## config.mk

```make
export PLATFORM = sky130hd
export DESIGN_NAME = double_ended_queue
export DESIGN_NICKNAME = d
export VERILOG_FILES = /design/src/rtl/core/deq_pkg.sv /design/src/rtl/core/double_ended_queue.sv /design/src/rtl/core/deq_ram.sv
export VERILOG_INCLUDE_DIRS = /design/src /design/src/rtl/core
export SDC_FILE = /design/constraint.sdc
export NUM_CORES = 1
export LEC_CHECK = 0
export ABC_AREA = 1
export BUFFER_PORTS_ARGS = -buffer_cell sky130_fd_sc_hd__buf_2
export CORE_AREA = 3 3 228 230
export DETAILED_ROUTE_END_ITERATION = 10
export DIE_AREA = 0 0 231 233
export HOLD_SLACK_MARGIN = 0.15
export PLACE_DENSITY = 0.71
export SLEW_MARGIN = 15
export SYNTH_ARGS = -nofsm -noshare
export SYNTH_HDL_FRONTEND = slang
export SYNTH_HIERARCHICAL = 1
export SYNTH_SLANG_ARGS = --single-unit
```

## constraint.sdc

```tcl
create_clock -name clk -period 3.3 [get_ports clk]
set_input_delay 0.165 -clock clk [delete_from_list [all_inputs] [get_ports clk]]
set_output_delay 0.165 -clock clk [all_outputs]
set_load 0.02 [all_outputs]
```

## src/rtl/core/assert_macros.svh

```systemverilog
// ---------------------------------------------------------------------------
// assert_macros.svh
// Concurrent assertion shorthands used by the queue RTL.
// ---------------------------------------------------------------------------
`ifndef ASSERT_MACROS_SVH
`define ASSERT_MACROS_SVH

// Property must hold at every clock edge outside reset.
`define ASSERT_ALWAYS(lbl, clk, rst_n, prop, msg) \
  lbl: assert property (@(posedge clk) disable iff (!(rst_n)) (prop)) else $error(msg);

// Antecedent in one cycle implies consequent in the following cycle.
`define ASSERT_NEXT(lbl, clk, rst_n, ante, cons, msg) \
  lbl: assert property (@(posedge clk) disable iff (!(rst_n)) (ante) |=> (cons)) \
    else $error(msg);

`endif

```

## src/rtl/core/deq_pkg.sv

```systemverilog
// ---------------------------------------------------------------------------
// deq_pkg
// Types and fixed widths of the double-ended queue.
// ---------------------------------------------------------------------------
`default_nettype none

package deq_pkg;

  localparam int unsigned DATA_W = 32;
  localparam int unsigned OCC_W  = 5;
  localparam int unsigned FUNC_W = 2;
  localparam int unsigned STAT_W = 2;

  typedef enum logic [FUNC_W-1:0] {
    FUNC_PUSH_REAR  = 2'd0,
    FUNC_POP_FRONT  = 2'd1,
    FUNC_PUSH_FRONT = 2'd2,
    FUNC_POP_REAR   = 2'd3
  } deq_func_t;

  typedef enum logic [STAT_W-1:0] {
    STAT_DONE  = 2'd0,
    STAT_FULL  = 2'd1,
    STAT_EMPTY = 2'd2
  } deq_status_t;

endpackage

`default_nettype wire

```

## src/rtl/core/double_ended_queue.sv

```systemverilog
// ---------------------------------------------------------------------------
// double_ended_queue
// Circular double-ended queue held in a synchronous RAM, with push and pop
// at both the front and the rear.
//
//   Channel | Direction | tdata                          | tuser
//   in_     | slave     | data_in[31:0]                  | func[1:0]
//   out_    | master    | data_out[31:0], occupancy[36:32] | status[1:0]
//
// One transfer is taken per cycle while no result is stalled; its result appears the next cycle.
// Indices and count update at acceptance, the RAM write or read is issued in
// the same cycle, and popped data comes from the RAM read register.
// A stalled result holds the input off, so the read register stays put.
// Reset clears indices, count and the result valid flag; the RAM needs none.
// ---------------------------------------------------------------------------
`default_nettype none
`include "assert_macros.svh"

module double_ended_queue
  import deq_pkg::*;
#(
  parameter int unsigned DEPTH = 16
) (
  input  wire logic        clk,
  input  wire logic        rst_n,
  input  wire logic        in_tvalid,
  output logic             in_tready,
  input  wire logic [31:0] in_tdata,   // data_in[31:0]
  input  wire logic [1:0]  in_tuser,   // func[1:0]
  output logic             out_tvalid,
  input  wire logic        out_tready,
  output logic      [39:0] out_tdata,  // data_out[31:0], occupancy[36:32], zero
  output logic      [1:0]  out_tuser   // status[1:0]
);

  localparam int unsigned IW = $clog2(DEPTH);
  localparam int unsigned CW = $clog2(DEPTH + 1);

  logic [IW-1:0] head_r, head_nxt;
  logic [IW-1:0] tail_r, tail_nxt;
  logic [CW-1:0] cnt_r,  cnt_nxt;

  logic              out_valid_r, out_valid_nxt;
  logic              out_pop_r,   out_pop_nxt;
  deq_status_t       out_stat_r,  out_stat_nxt;
  logic [OCC_W-1:0]  out_occ_r,   out_occ_nxt;

  logic              in_fire;
  deq_func_t         func;
  logic              is_full, is_empty;
  logic              ram_we, ram_re;
  logic [IW-1:0]     ram_waddr, ram_raddr;
  logic [DATA_W-1:0] rd_data;
  logic [CW+OCC_W-1:0] cnt_ext;
  logic              push_refused;
  logic              idx_zero;
  logic              out_stall;

  function automatic logic [IW-1:0] next_slot(input logic [IW-1:0] i);
    return (i == IW'(DEPTH - 1)) ? '0 : i + 1'b1;
  endfunction

  function automatic logic [IW-1:0] prev_slot(input logic [IW-1:0] i);
    return (i == '0) ? IW'(DEPTH - 1) : i - 1'b1;
  endfunction

  assign in_tready = !out_valid_r || out_tready;
  assign in_fire   = in_tvalid && in_tready;
  assign func      = deq_func_t'(in_tuser);
  assign is_full   = (cnt_r == CW'(DEPTH));
  assign is_empty  = (cnt_r == '0);

  always_comb begin
    head_nxt      = head_r;
    tail_nxt      = tail_r;
    cnt_nxt       = cnt_r;
    ram_we        = 1'b0;
    ram_re        = 1'b0;
    ram_waddr     = '0;
    ram_raddr     = head_r;
    out_pop_nxt   = out_pop_r;
    out_stat_nxt  = out_stat_r;
    out_valid_nxt = out_valid_r && !out_tready;

    if (in_fire) begin
      out_valid_nxt = 1'b1;
      out_pop_nxt   = 1'b0;
      out_stat_nxt  = STAT_DONE;
      unique case (func)
        FUNC_PUSH_REAR, FUNC_PUSH_FRONT: begin
          if (is_full) begin
            out_stat_nxt = STAT_FULL;
          end else begin
            if (is_empty) begin
              head_nxt  = '0;
              tail_nxt  = '0;
              ram_waddr = '0;
            end else if (func == FUNC_PUSH_REAR) begin
              tail_nxt  = next_slot(tail_r);
              ram_waddr = tail_nxt;
            end else begin
              head_nxt  = prev_slot(head_r);
              ram_waddr = head_nxt;
            end
            ram_we  = 1'b1;
            cnt_nxt = cnt_r + 1'b1;
          end
        end
        FUNC_POP_FRONT, FUNC_POP_REAR: begin
          if (is_empty) begin
            out_stat_nxt = STAT_EMPTY;
          end else begin
            ram_re      = 1'b1;
            out_pop_nxt = 1'b1;
            if (func == FUNC_POP_FRONT) begin
              ram_raddr = head_r;
              head_nxt  = next_slot(head_r);
            end else begin
              ram_raddr = tail_r;
              tail_nxt  = prev_slot(tail_r);
            end
            cnt_nxt = cnt_r - 1'b1;
            if (cnt_nxt == '0) begin
              head_nxt = '0;
              tail_nxt = '0;
            end
          end
        end
        default: begin
          out_stat_nxt = STAT_DONE;
        end
      endcase
    end
  end

  assign cnt_ext     = {{OCC_W{1'b0}}, cnt_nxt};
  assign out_occ_nxt = in_fire ? cnt_ext[OCC_W-1:0] : out_occ_r;

  always_ff @(posedge clk) begin
    if (!rst_n) begin
      head_r      <= '0;
      tail_r      <= '0;
      cnt_r       <= '0;
      out_valid_r <= 1'b0;
    end else begin
      head_r      <= head_nxt;
      tail_r      <= tail_nxt;
      cnt_r       <= cnt_nxt;
      out_valid_r <= out_valid_nxt;
    end
  end

  always_ff @(posedge clk) begin
    out_pop_r  <= out_pop_nxt;
    out_stat_r <= out_stat_nxt;
    out_occ_r  <= out_occ_nxt;
  end

  deq_ram #(
    .WIDTH (DATA_W),
    .DEPTH (DEPTH)
  ) u_ram (
    .clk   (clk),
    .we    (ram_we),
    .waddr (ram_waddr),
    .wdata (in_tdata),
    .re    (ram_re),
    .raddr (ram_raddr),
    .rdata (rd_data)
  );

  assign out_tvalid = out_valid_r;
  assign out_tdata  = {3'b000, out_occ_r, (out_pop_r ? rd_data : {DATA_W{1'b0}})};
  assign out_tuser  = out_stat_r;

  assign push_refused = in_fire && is_full &&
                        ((func == FUNC_PUSH_REAR) || (func == FUNC_PUSH_FRONT));
  assign idx_zero     = (head_r == '0) && (tail_r == '0);
  assign out_stall    = out_valid_r && !out_tready;

  `ASSERT_ALWAYS(a_cnt_range, clk, rst_n, cnt_r <= CW'(DEPTH), "count exceeds depth")
  `ASSERT_ALWAYS(a_empty_idx, clk, rst_n, !is_empty || idx_zero, "indices set while empty")
  `ASSERT_NEXT(a_full_hold, clk, rst_n, push_refused, $stable(cnt_r), "refused push moved count")
  `ASSERT_NEXT(a_rd_hold, clk, rst_n, out_stall, $stable(rd_data), "read data moved in stall")

endmodule

`default_nettype wire

```

## src/rtl/core/deq_ram.sv

```systemverilog
// ---------------------------------------------------------------------------
// deq_ram
// Generic single-port-write, single-port-read RAM with registered read data.
// ---------------------------------------------------------------------------
`default_nettype none

module deq_ram #(
  parameter int unsigned WIDTH = 32,
  parameter int unsigned DEPTH = 16
) (
  input  wire logic                     clk,
  input  wire logic                     we,
  input  wire logic [$clog2(DEPTH)-1:0] waddr,
  input  wire logic [WIDTH-1:0]         wdata,
  input  wire logic                     re,
  input  wire logic [$clog2(DEPTH)-1:0] raddr,
  output logic      [WIDTH-1:0]         rdata
);

  logic [WIDTH-1:0] mem [DEPTH];

  always_ff @(posedge clk) begin
    if (we) begin
      mem[waddr] <= wdata;
    end
    if (re) begin
      rdata <= mem[raddr];
    end
  end

endmodule

`default_nettype wire

```

Word level (Yosys, flattened, before mapping)
Memory sizes are Yosys's and may differ from the RTL's. A register that Yosys moved wholly into a read port is not among the register bits.
Cells that the tools add are included.
Operators by class
  add/subtract/negate cells: 6
  multiply operators: 0
  div/mod/pow operators: 0
  order comparisons: 0
  eq/ne operators: 12
  shift operators: 0
  mux-type cells: 44
  bitwise logic cells: 0
  reduce and logical (&&, ||, !) cells: 14
Operator list (number)
  2-to-1 mux 4 bit: 25
  2-to-1 mux 32 bit: 1
  case mux 4 bit (2 select lines): 2
  2-to-1 mux 5 bit: 3
  inequality test 3 bit (second input constant): 4
  logical NOT 5 bit: 2
  2-to-1 mux 1 bit: 10
  case mux 5 bit (2 select lines): 1
  AND reduction 5 bit: 2
  adder 4 x 1 -> 4 bit (second input constant): 2
  == test 4 bit (second input constant): 2
  logical NOT 4 bit: 2
  subtractor 4 x 1 -> 4 bit (second input constant): 2
  adder 5 x 1 -> 5 bit (second input constant): 1
  == test 5 bit (second input constant): 1
  subtractor 5 x 1 -> 5 bit (second input constant): 1
  == test 2 bit (second input constant): 2
  inequality test 2 bit (second input constant): 2
  case mux 2 bit (2 select lines): 1
  OR reduction 2 bit: 2
  == test 2 x 1 -> 1 bit (second input constant): 1
  logical AND 1 bit: 2
  logical NOT 1 bit: 2
  logical NOT 2 bit: 1
  2 further kinds: 2
Storage, ports and cells
  register bits: 22
  bits in latches: 0
  RAM bits: 512
  bits in read-only memories: 0
  input bits: 38
  output and inout port bits: 44
  word-level logic and storage cells: 84
  memories kept: 1
Memories
  u_ram.mem: depth 16, width 32, rd ports 1, clocked after Yosys merged registers in 1, wr ports 1, line deq_ram.sv:20  | logic [WIDTH-1:0] mem [DEPTH];

Longest topological paths before layout
Gate-level depths: netlist of run 1.
  depth after elaboration: 7
  depth in mapped cells: 18
  mapped depth without buffers: 15

Hierarchy
The synthesis of run 1 kept the hierarchy.
Modules (own cells, without submodules)
  deq_ram: instances 1, cells each 2120, area an instance 23050.9 um^2, seq. area each 16335.7 um^2
  double_ended_queue: instances 1, cells each 304, area an instance 1870.5 um^2, seq. area each 520.5 um^2

Least setup slack after synthesis of run 1
Ideal clock, no wire load.
  path kind: register to register
  from: reg cnt_r[0]
  to: mem u_ram.mem[11][0], enable pin
  library setup time: 0.421 ns
  arrival time: 2.863 ns
  required time: 2.879 ns
  setup slack: 0.016 ns
  cell stages (with the launch flop): 9
  path buffers: 0
  period minus slack after synthesis: 3.284 ns
  cell sequence: dfxtp_1 > inv_1 > ha_1 > nor3b_1 > nor2_1 > nand2_1 > a211oi_1 > nand2_1 > nor2_1
On the way
  elaborated cells between the ends (all ways): 11
  those cells by class: 1 x eq/ne; 9 x mux; 1 x reduce/logical
RTL lines
  start, declared: line double_ended_queue.sv:41  | logic [CW-1:0] cnt_r, cnt_nxt;
  start signal, assigned: line double_ended_queue.sv:148  | cnt_r <= cnt_nxt;
  logical NOT 5 bit: line double_ended_queue.sv:71  | assign is_empty = (cnt_r == '0);
  2-to-1 mux 4 bit: line double_ended_queue.sv:94  | if (is_empty) begin
  2-to-1 mux 4 bit *: line double_ended_queue.sv:91  | if (is_full) begin
  2-to-1 mux 4 bit *: line double_ended_queue.sv:89  | unique case (func)
  2-to-1 mux 4 bit *: line double_ended_queue.sv:85  | if (in_fire) begin
  net ram_waddr[0]: line double_ended_queue.sv:52  | logic [IW-1:0] ram_waddr, ram_raddr;
  end, declared: line deq_ram.sv:20
Mark *: on every way through the listed nets, which the timed path passes. The rest lies on a longest branch.

Worst setup path in the final report of run 1
  from: reg cnt_r[1]
  to: reg u_ram.rdata[8], read port of u_ram.mem, data pin
On the way
  word-level cells in the longest chain between the ends: 4
  elaborated cells between the ends (all ways): 7
  those cells by class: 6 x mux; 1 x reduce/logical
Ends and longest elaborated chain
  logical NOT 5 bit: line double_ended_queue.sv:71
  2-to-1 mux 1 bit: line double_ended_queue.sv:110  | if (is_empty) begin
  2-to-1 mux 1 bit: line double_ended_queue.sv:89
  2-to-1 mux 1 bit: line double_ended_queue.sv:85
  net ram_re: line double_ended_queue.sv:51  | logic ram_we, ram_re;
  end, declared: line deq_ram.sv:17  | output logic [WIDTH-1:0] rdata
The timed path passes the listed nets, and every way through them passes these cells.
A chain may end at the register's enable or synchronous reset.

==> flow_summary.toml, run 1 <==
[status]
status = "completed"

[sta]
rsz0062_at_grt = "false"
finClkSkew_ps = 18.4
final_max_slew_viol_count = 0
relSlewSlack_pct = 37.6
final.setup.tns_ps = 0
timing.final.ws_setup_ps = 257
finalSetupViolCount = 0
final.period_utilization_pct = 92.2
hold_viol_final = 0
period_needed_ps = 3040
worst_pin_slew_ps = 936
max_freq_mhz = 329

[setup_path]
crit_path_start_kind = "flop"
crit_required_ps = 3650
path_cells = "inv_1, ha_1, nand3_2, nand2_1, nor2_4, nand2_1, buf_4, o21ai_4, clkinv_1, buf_4, nand3_1, nand2_1"
end_kind = "flop"
reg2regPathDepth = 12
reg2reg_from = "cnt_r[1]"
path_class = "flop to flop"
path_max_fanout = 21
arrival_ps = 3400
slowest_delay_ps = 560
slowest_stage = "o21ai_4"
crit_path_frequent_cell = "nand2_1"
ff2ff_setup_slack_ps = 260
r2r-end = "u_ram/rdata[8]"

[routing]
viasPerCell = 5.20
ant_nets = 0
first_pass_iters = 7
drc = 0
post_drt_wl_per_cell_um = 18.1
vias = 16900
routed_wl_mm = 59.1
drt_iter0_drc = 1403

[synthesis]
yosysMostFrequentCell = "nand2_1"
synth_top_area_cell = "edfxtp_1"
seq_area_frac_synth_pct = 67.6
ys_warn_count = 6
postSynthAreaPerCell_sq_um = 10.3
asyncSetResetFlopFracSynth_pct = 0
syn-cell-area_sq_um = 24900
syn_inst = 2424
netlist.area_leader.share_pct = 66.5
synth_edf_count = 552
synth_seq_cells = 566
synthTopCellsByArea = "edfxtp_1 67%, nand2_1 12%, nand3_1 8.0%"
synth_commonest_cells = "776 x nand2_1, 552 x edfxtp_1, 446 x inv_1, 399 x nand3_1, 48 x nor2_1"
yosys.cell_types.count = 36
synth_top_flop_cell = "edfxtp_1"

[min_path]
hold_class = "primary input to flop"
hp-start = "rst_n"
whs_endpoint = "head_r[0]"
holdPathStages = 4

[floorplanning]
start_util_pct = 49.8
io_pins = 82
dieArea_sq_um = 53800
row_count = 82
die_w_um = 231
die_y_um = 233
core_sq_um = 50100

[placed_design]
dp_cells = 3114
placed_area_sq_um = 26200
place_hpwl_mm = 31.8
place.gp.congestion = 0.822
io_buffers = 78
pre_cts_ws_ps = 305

[clock_tree]
clk_pin_slew_ps = 60
clk_latency_ps = 610
clockBufferDepth = 3
cts.sinks = 566
cts_resized = 0
numCtsBuffers = 57
cts_tree = "built"
htree_num_levels = 2
cts_setup_buffers = 0
clockRootBuffer = "clkbuf_16"

[finish]
fin_nets = 2584
drive_gt1_share_pct = 10.2
regArea_sq_um = 16900
area_growth_pct = 14.3
fin_cells = 3258
final_area_sq_um = 28500
multiInputGateArea_sq_um = 5770
antennaDiodeCount = 0
nFillCells = 4157

[global_route]
overflow = 0
grt_max_degree = 161
grt.total_usage_pct = 21.9
grt_pass1_wl_mm = 91.8
antenna_found_initial = 0
first_global_vias = 16700

[run]
maxCapViolations = 0

[power]
ir_drop_mv = 0.407
total_power_mw = 17.2
power.density_nw_per_um2 = 605
p_leak_nw = 12.3
-- state kept, by name (all words and copies together) (netlist names) --
register and cells:
out_pop_r 1, cnt_r 5, out_occ_r 5, head_r 4
out_tuser 2, u_ram/rdata 32, u_ram/mem 512, tail_r 4
out_tvalid 1
-- stage by stage --
step,utilization (%),hold WS [ps]
finish,56.9,451
global route,56.9,450
CTS,56.9,404
detailed placement,52.4,459
global placement,52.4,442
floorplan,-,264
-- cells by family (layout without fill, tap and decap cells) --
| kind of cell | count (synthesis) | after routing | synth area share [%] |
|---|---|---|---|
| XOR/XNOR | 8 | 8 | 0.281 |
| AND/OR/NAND/NOR | 1248 | 1248 | 21.2 |
| adder cells (fa/ha/maj) | 7 | 7 | 0.351 |
| AO/OA/AOI/OAI | 29 | 29 | 0.618 |
| buffers and inverters | 565 | 725 | 9.91 |
| other | 1 | 3 | 0.0150 |
| flip-flops | 566 | 566 | 67.6 |
-- final cells by class --
cell class	instances	share of cell area [%]
Clock inverter	45	1.59
Multi-Input combinational cell	1295	20.3
Timing Repair Buffer	169	5.02
Tap cell	672	2.95
Inverter	450	5.96
Sequential cell	566	59.2
Clock buffer	61	5.06
-- worst max-delay path by stage --
stage          startpoint               end  depth (start not counted)
2_1_floorplan    cnt_r[0]  u_ram/mem[11][0]                          8
3_3_place_gp     cnt_r[1]    u_ram/rdata[8]                         12
3_5_place_dp     cnt_r[1]    u_ram/rdata[8]                         12
4_1_cts          cnt_r[1]    u_ram/rdata[8]                         12
5_1_grt          cnt_r[1]   u_ram/rdata[21]                         13
6_report         cnt_r[1]    u_ram/rdata[8]                         12
-- report_power, final --
| group | switching, mW | leakage [nW] | internal, mW |
|---|---|---|---|
| clock | 2.70 | 0.933 | 3.85 |
| sequential | 0.0804 | 5.10 | 8.09 |
| combinational | 1.75 | 6.28 | 0.780 |
-- critical path: cells and delay by family, from the launching register on --
family                     cells  cell delay, ps
buffers and inverters          4             810
and+or+nand+nor                6             720
AOI/OAI and AO/OA              1             560
DFF                            1             430
adders and majority gates      1             250
-- placed cells by master, fill, tap and decap left out, types with 16 or more instances in the layout --
master and count:
inv_1 444, nand3_1 399, nor2_4 19, nor2_1 32, buf_2 78, edfxtp_1 552
dlygate4sd3_1 38, buf_4 32, clkbuf_16 57, clkinv_2 16, nand2_1 776, buf_12 21
-- repair_timing --
action,in CTS,in global routing
hold endpoints to repair,531,0
endpoints found under the setup margin,0,0
hold buffers,38,0
-- routing by layer --
layer,wire [um],track usage (%),vias up
li1,-,-,8015
met1,24300,29.0,8079
met2,28300,36.8,685
met3,4390,3.11,152
met4,2130,8.72,0
met5,0,0,-
Power figures use the tool's default switching activity.
==> inputs of run 2 (changes only) <==
Settings changed: CORE_AREA 3 3 228 230 to 3 3 217 219, DIE_AREA 0 0 231 233 to 0 0 220 222, PLACE_DENSITY 0.71 to 0.77.
==> run 2 against run 1 <==
- clock-buffer cell count up 7
- sequential power barely moved
- largest cell class unchanged
- cell count shrank 2.1%
- critical path type unchanged
- via count is 1.2% higher
- register-to-register slack hardly changed
==> flow_summary.toml, run 2 (synthesis gave the netlist of run 1 again) <==
[setup_path]
arrival_ps = 3380
crit_path_start_kind = "flop"
path_class = "flop to flop"
path_max_fanout = 31
end_kind = "flop"
crit_required_ps = 3650

[floorplanning]
start_util_pct = 55.0
die_w_um = 220
row_count = 78
die_y_um = 222
io_pins = 82
core_sq_um = 45300
dieArea_sq_um = 48800

[sta]
final.period_utilization_pct = 92.0
finClkSkew_ps = 20.6
worst_pin_slew_ps = 801
max_freq_mhz = 329
rsz0062_at_grt = "false"
final.setup.tns_ps = 0
period_needed_ps = 3040
timing.final.ws_setup_ps = 265
finalSetupViolCount = 0
fin_hold_ws_ps = 458
final_max_slew_viol_count = 0
hold_viol_final = 0
relSlewSlack_pct = 46.6

[clock_tree]
clk_pin_slew_ps = 70
clk_latency_ps = 600
clockBufferDepth = 3
cts_tree = "built"
cts.sinks = 566
htree_num_levels = 2
clockRootBuffer = "clkbuf_16"
numCtsBuffers = 55

[power]
clkPwrFrac_pct = 35.9
p_sw_share_pct = 26.6
p_seq_share_pct = 48.7
p_sw_mw = 4.45
p_leak_nw = 12.3
power.density_nw_per_um2 = 591
p_int_mw = 12.3
ir_drop_mv = 0.458
pwr-share-comb_pct = 15.4
total_power_mw = 16.8

[global_route]
grt_max_degree = 129
first_global_vias = 17000
overflow = 0
grt_pass1_wl_mm = 92.1
antenna_found_initial = 1
grt.total_usage_pct = 24.3

[routing]
vias = 17100
drt_iter0_drc = 1861
drc = 0
ant_nets = 0
post_drt_wl_per_cell_um = 18.4
viasPerCell = 5.37
routed_wl_mm = 58.6
first_pass_iters = 6

[placed_design]
pre_cts_ws_ps = 169
io_buffers = 78
placed_area_sq_um = 26200
place.gp.congestion = 0.868
place_hpwl_mm = 32.7

[finish]
largest_register_ff_count = 512
top_regs = "u_ram/mem (512), u_ram/rdata (32)"
antennaDiodeCount = 0
drive_gt1_share_pct = 9.93
final_cell_mix = "776 x nand2_1, 552 x edfxtp_1, 445 x inv_1, 399 x nand3_1, 78 x buf_2"
largest_register = "u_ram/mem"
fin_nets = 2592
layout_commonest_cell = "nand2_1"
area_growth_pct = 13.7
final_area_sq_um = 28300

[min_path]
hold_class = "primary input to flop"

[status]
status = "completed"

[run]
maxCapViolations = 0
-- run 2: timing repair --
action / 4_1_cts / 5_1_grt
hold buffers: 40 / 0
setup buffers: 0 / 0
hold endpoints to repair: 539 / 0
setup endpoints to repair: 0 / 15
gates resized for setup: 0 / 3
-- run 2: power by group through the flow --
stage | logic (mW) | clock network (mW) | registers [mW]
after floorplan | 1.77 | 0 | 8.30
after global placement | 2.41 | 0 | 8.31
after detailed placement | 2.48 | 0 | 8.31
after CTS | 2.55 | 6.10 | 8.16
after global routing | 2.85 | 6.38 | 8.17
final | 2.57 | 6.02 | 8.16
-- run 2: critical path, stage by stage, from the launching register on --
cell and delay, ps:
dfxtp_1 420, inv_1 110, ha_1 280, nand3_2 140
nand2_1 110, nor2_4 110, nand2_1 190, nand2_1 170
o21ai_4 120, inv_6 280, buf_4 340, nand2_1 90
nand3_1 100, nand3_1 90, nand3_1 120, nand2_1 80
-- run 2: metrics by stage --
| step | std cells | utilization (%) |
|---|---|---|
| after floorplan | 2426 | - |
| after global placement | 3050 | 57.9 |
| after detailed placement | 3050 | 57.9 |
| after CTS | 3189 | 62.6 |
| after global routing | 3189 | 62.6 |
| final | 3189 | 62.6 |
-- run 2: area by class of cell --
class                   instances  area (sq um)
clock inverters                31           260
well taps                     600           751
repair buffers                179          1550
inverters                     450          1700
flip-flops and latches        566         16900
clock buffers                  68          1450
multi-input cells            1295          5770
fillers                      3396         17000
-- run 2: worst paths after layout --
check | start | end | slack [ps] | cells past startpoint
hold / removal | rst_n | tail_r[3] | 460 | 4
hold reg to reg | cnt_r[4] | cnt_r[4] | 540 | 2
setup reg to reg | cnt_r[0] | u_ram/rdata[13] | 260 | 15
setup / recovery | cnt_r[0] | u_ram/rdata[13] | 260 | 15
-- run 2: layer usage --
layer / up-vias / global-route usage (%) / part of all wire (%)
met2: 818 / 40.0 / 49
met4: 2 / 9.04 / 3.3
met5: - / 0 / 0.012
met3: 147 / 4.49 / 9.0
li1: 8033 / - / -
met1: 8132 / 32.3 / 39
==> inputs of run 3 (changes only) <==
Settings changed: MAX_ROUTING_LAYER set to met4.
==> run 3 against run 2 <==
- non-clock buffer count grew 4
- setup slack got worse by 70 ps
- clock-buffer cell count down 4
- clock power up 3.7%
- sequential share of layout area down 0.47 points
- wire length rose by 2.3%
- global-route usage grew 0.96 points
- sequential cell count is the same
- final area increased by 0.80%
- hold slack got worse by 9.2 ps
- cell count up 0.19%
- die area did not move
- highest routed layer is now met4
==> flow_summary.toml, run 3 (synthesis gave the netlist of run 1 again) <==
[status]
status = "completed"

[floorplanning]
dieArea_sq_um = 48800
die_y_um = 222
die_w_um = 220
io_pins = 82
core_sq_um = 45300
start_util_pct = 55.0
row_count = 78

[finish]
drive_gt1_share_pct = 10.2
final_cell_mix = "776 x nand2_1, 552 x edfxtp_1, 445 x inv_1, 399 x nand3_1, 78 x buf_2"
layout_commonest_cell = "nand2_1"
area_growth_pct = 14.6
largest_register = "u_ram/mem"
largest_register_ff_count = 512
final_area_sq_um = 28600
top_regs = "u_ram/mem (512), u_ram/rdata (32)"
fin_nets = 2597

[routing]
drt_iter0_drc = 1690
post_drt_wl_per_cell_um = 18.8
ant_nets = 0
vias = 17200
viasPerCell = 5.38
routed_wl_mm = 59.9
drc = 0
first_pass_iters = 5

[setup_path]
crit_required_ps = 3640
reg2reg_from = "cnt_r[0]"
path_max_fanout = 43
reg2regPathDepth = 16
path_class = "flop to flop"
slowest_stage = "dfxtp_1"
crit_family = "simple AND/OR/NAND/NOR gates"
crit_path_frequent_cell = "nand2_1"
path_cells = "inv_1, ha_1, nand3_2, nand2_1, nor2_4, nand2_1, o21ai_4, buf_12, clkinv_8, buf_16, nand2_1, nand2_1, nand2_1, nand3_1, nand3_1, nand2_1"
r2r-end = "u_ram/rdata[7]"
arrival_ps = 3440
end_kind = "flop"
cp_num_buf_inv = 4
crit_path_start_kind = "flop"
ff2ff_setup_slack_ps = 190
slowest_delay_ps = 440

[global_route]
use_met2_pct = 41.2
antenna_found_initial = 1
first_global_vias = 17200
grt_max_degree = 129
overflow = 0
grt.met1_usage_pct = 32.2
busiest_layer = "met2"
met3_usage_pct = 4.08
grt_pass1_wl_mm = 92.8
grt.total_usage_pct = 25.2

[clock_tree]
clk_latency_ps = 620
cts_tree = "built"
htree_num_levels = 2
clockRootBuffer = "clkbuf_16"
clk_pin_slew_ps = 70
clockBufferDepth = 3
cts.sinks = 566
numCtsBuffers = 56

[sta]
final.period_utilization_pct = 94.1
hold_viol_final = 0
finClkSkew_ps = 26.8
rsz0062_at_grt = "false"
final.setup.tns_ps = 0
max_freq_mhz = 322
relSlewSlack_pct = 50.8
final_max_slew_viol_count = 0
finalSetupViolCount = 0
period_needed_ps = 3110
worst_pin_slew_ps = 738

[placed_design]
place.gp.congestion = 0.842
place_hpwl_mm = 32.3
io_buffers = 78
placed_area_sq_um = 26200

[power]
p_int_mw = 12.5
clkPwrFrac_pct = 36.6
p_leak_nw = 12.4
pwr-share-comb_pct = 15.6
p_sw_mw = 4.52
p_sw_share_pct = 26.5
ir_drop_mv = 0.458
p_seq_share_pct = 47.8
power.density_nw_per_um2 = 597

[min_path]
hp-start = "rst_n"
holdPathStages = 4
hold_class = "primary input to flop"
whs_endpoint = "head_r[3]"

[run]
maxCapViolations = 0
## run 3: cell count changes in the layout (fill, tap and decap cells not counted), sizes merged
cell	before	now
bufinv	4	6
clkinv	24	26
inv	452	450
clkbuf	68	66
clkinvlp	1	4
buf	139	141
diode	0	1
## run 3: area by class of cell
type | count | area (sq um)
multi-input combinational | 1295 | 5770
sequential | 566 | 16900
antenna | 1 | 2.50
fill | 3325 | 16700
clock inverter | 36 | 337
inverter | 450 | 1710
clock buffer | 64 | 1450
timing repair buffer | 183 | 1690
tap | 600 | 751
## run 3: what timing repair did
item / in CTS / in global routing
endpoints found under the setup margin: 0 / 25
endpoints found under the hold margin: 535 / 0
gates resized for setup: 0 / 6
hold buffers: 40 / 0
setup buffers: 0 / 4
## run 3: worst max path at each step
| stage | from | slack (ps) | depth (start not counted) | endpoint |
|---|---|---|---|---|
| after floorplan | cnt_r[0] | 20 | 8 | u_ram/mem[11][0] |
| after global placement | cnt_r[1] | 330 | 14 | u_ram/rdata[22] |
| after detailed placement | cnt_r[0] | 180 | 14 | u_ram/rdata[26] |
| after CTS | cnt_r[0] | 130 | 14 | u_ram/rdata[26] |
| after global routing | cnt_r[0] | 6 | 16 | u_ram/rdata[7] |
| final | cnt_r[0] | 190 | 16 | u_ram/rdata[7] |
## run 3: through the flow
stage                     power [mW]  std cells  hold slack, ps  utilization (%)  setup WS, ps
after floorplan                 10.1       2426             264                -          15.9
after global placement          10.7       3048             438             58.0           328
after detailed placement        10.8       3048             460             58.0           177
after CTS                       17.1       3188             411             62.8           132
after global routing            17.7       3195             461             63.1          6.03
final                           17.1       3195             449             63.1           195
## run 3: per-layer routing
metal,vias to the layer above,routed length (um)
met5,-,0
met4,0,1620
met3,146,4870
met2,828,29700
met1,8188,23700
li1,8032,-
## run 3: worst reg2reg max path, delay by kind of cell (launching register included)
family                   cells  cell delay (ps)
AND/OR/NAND/NOR             10             1120
buffers and inverters        4              720
flip-flops                   1              440
adder cells (fa/ha/maj)      1              280
AO/OA/AOI/OAI                1              280
## run 3: power groups by stage
stage               clock network (mW)  logic, mW  registers (mW)
floorplan                            0       1.77            8.30
global placement                     0       2.44            8.30
detailed placement                   0       2.51            8.31
CTS                               6.32       2.58            8.15
global route                      6.62       2.94            8.16
finish                            6.24       2.67            8.15
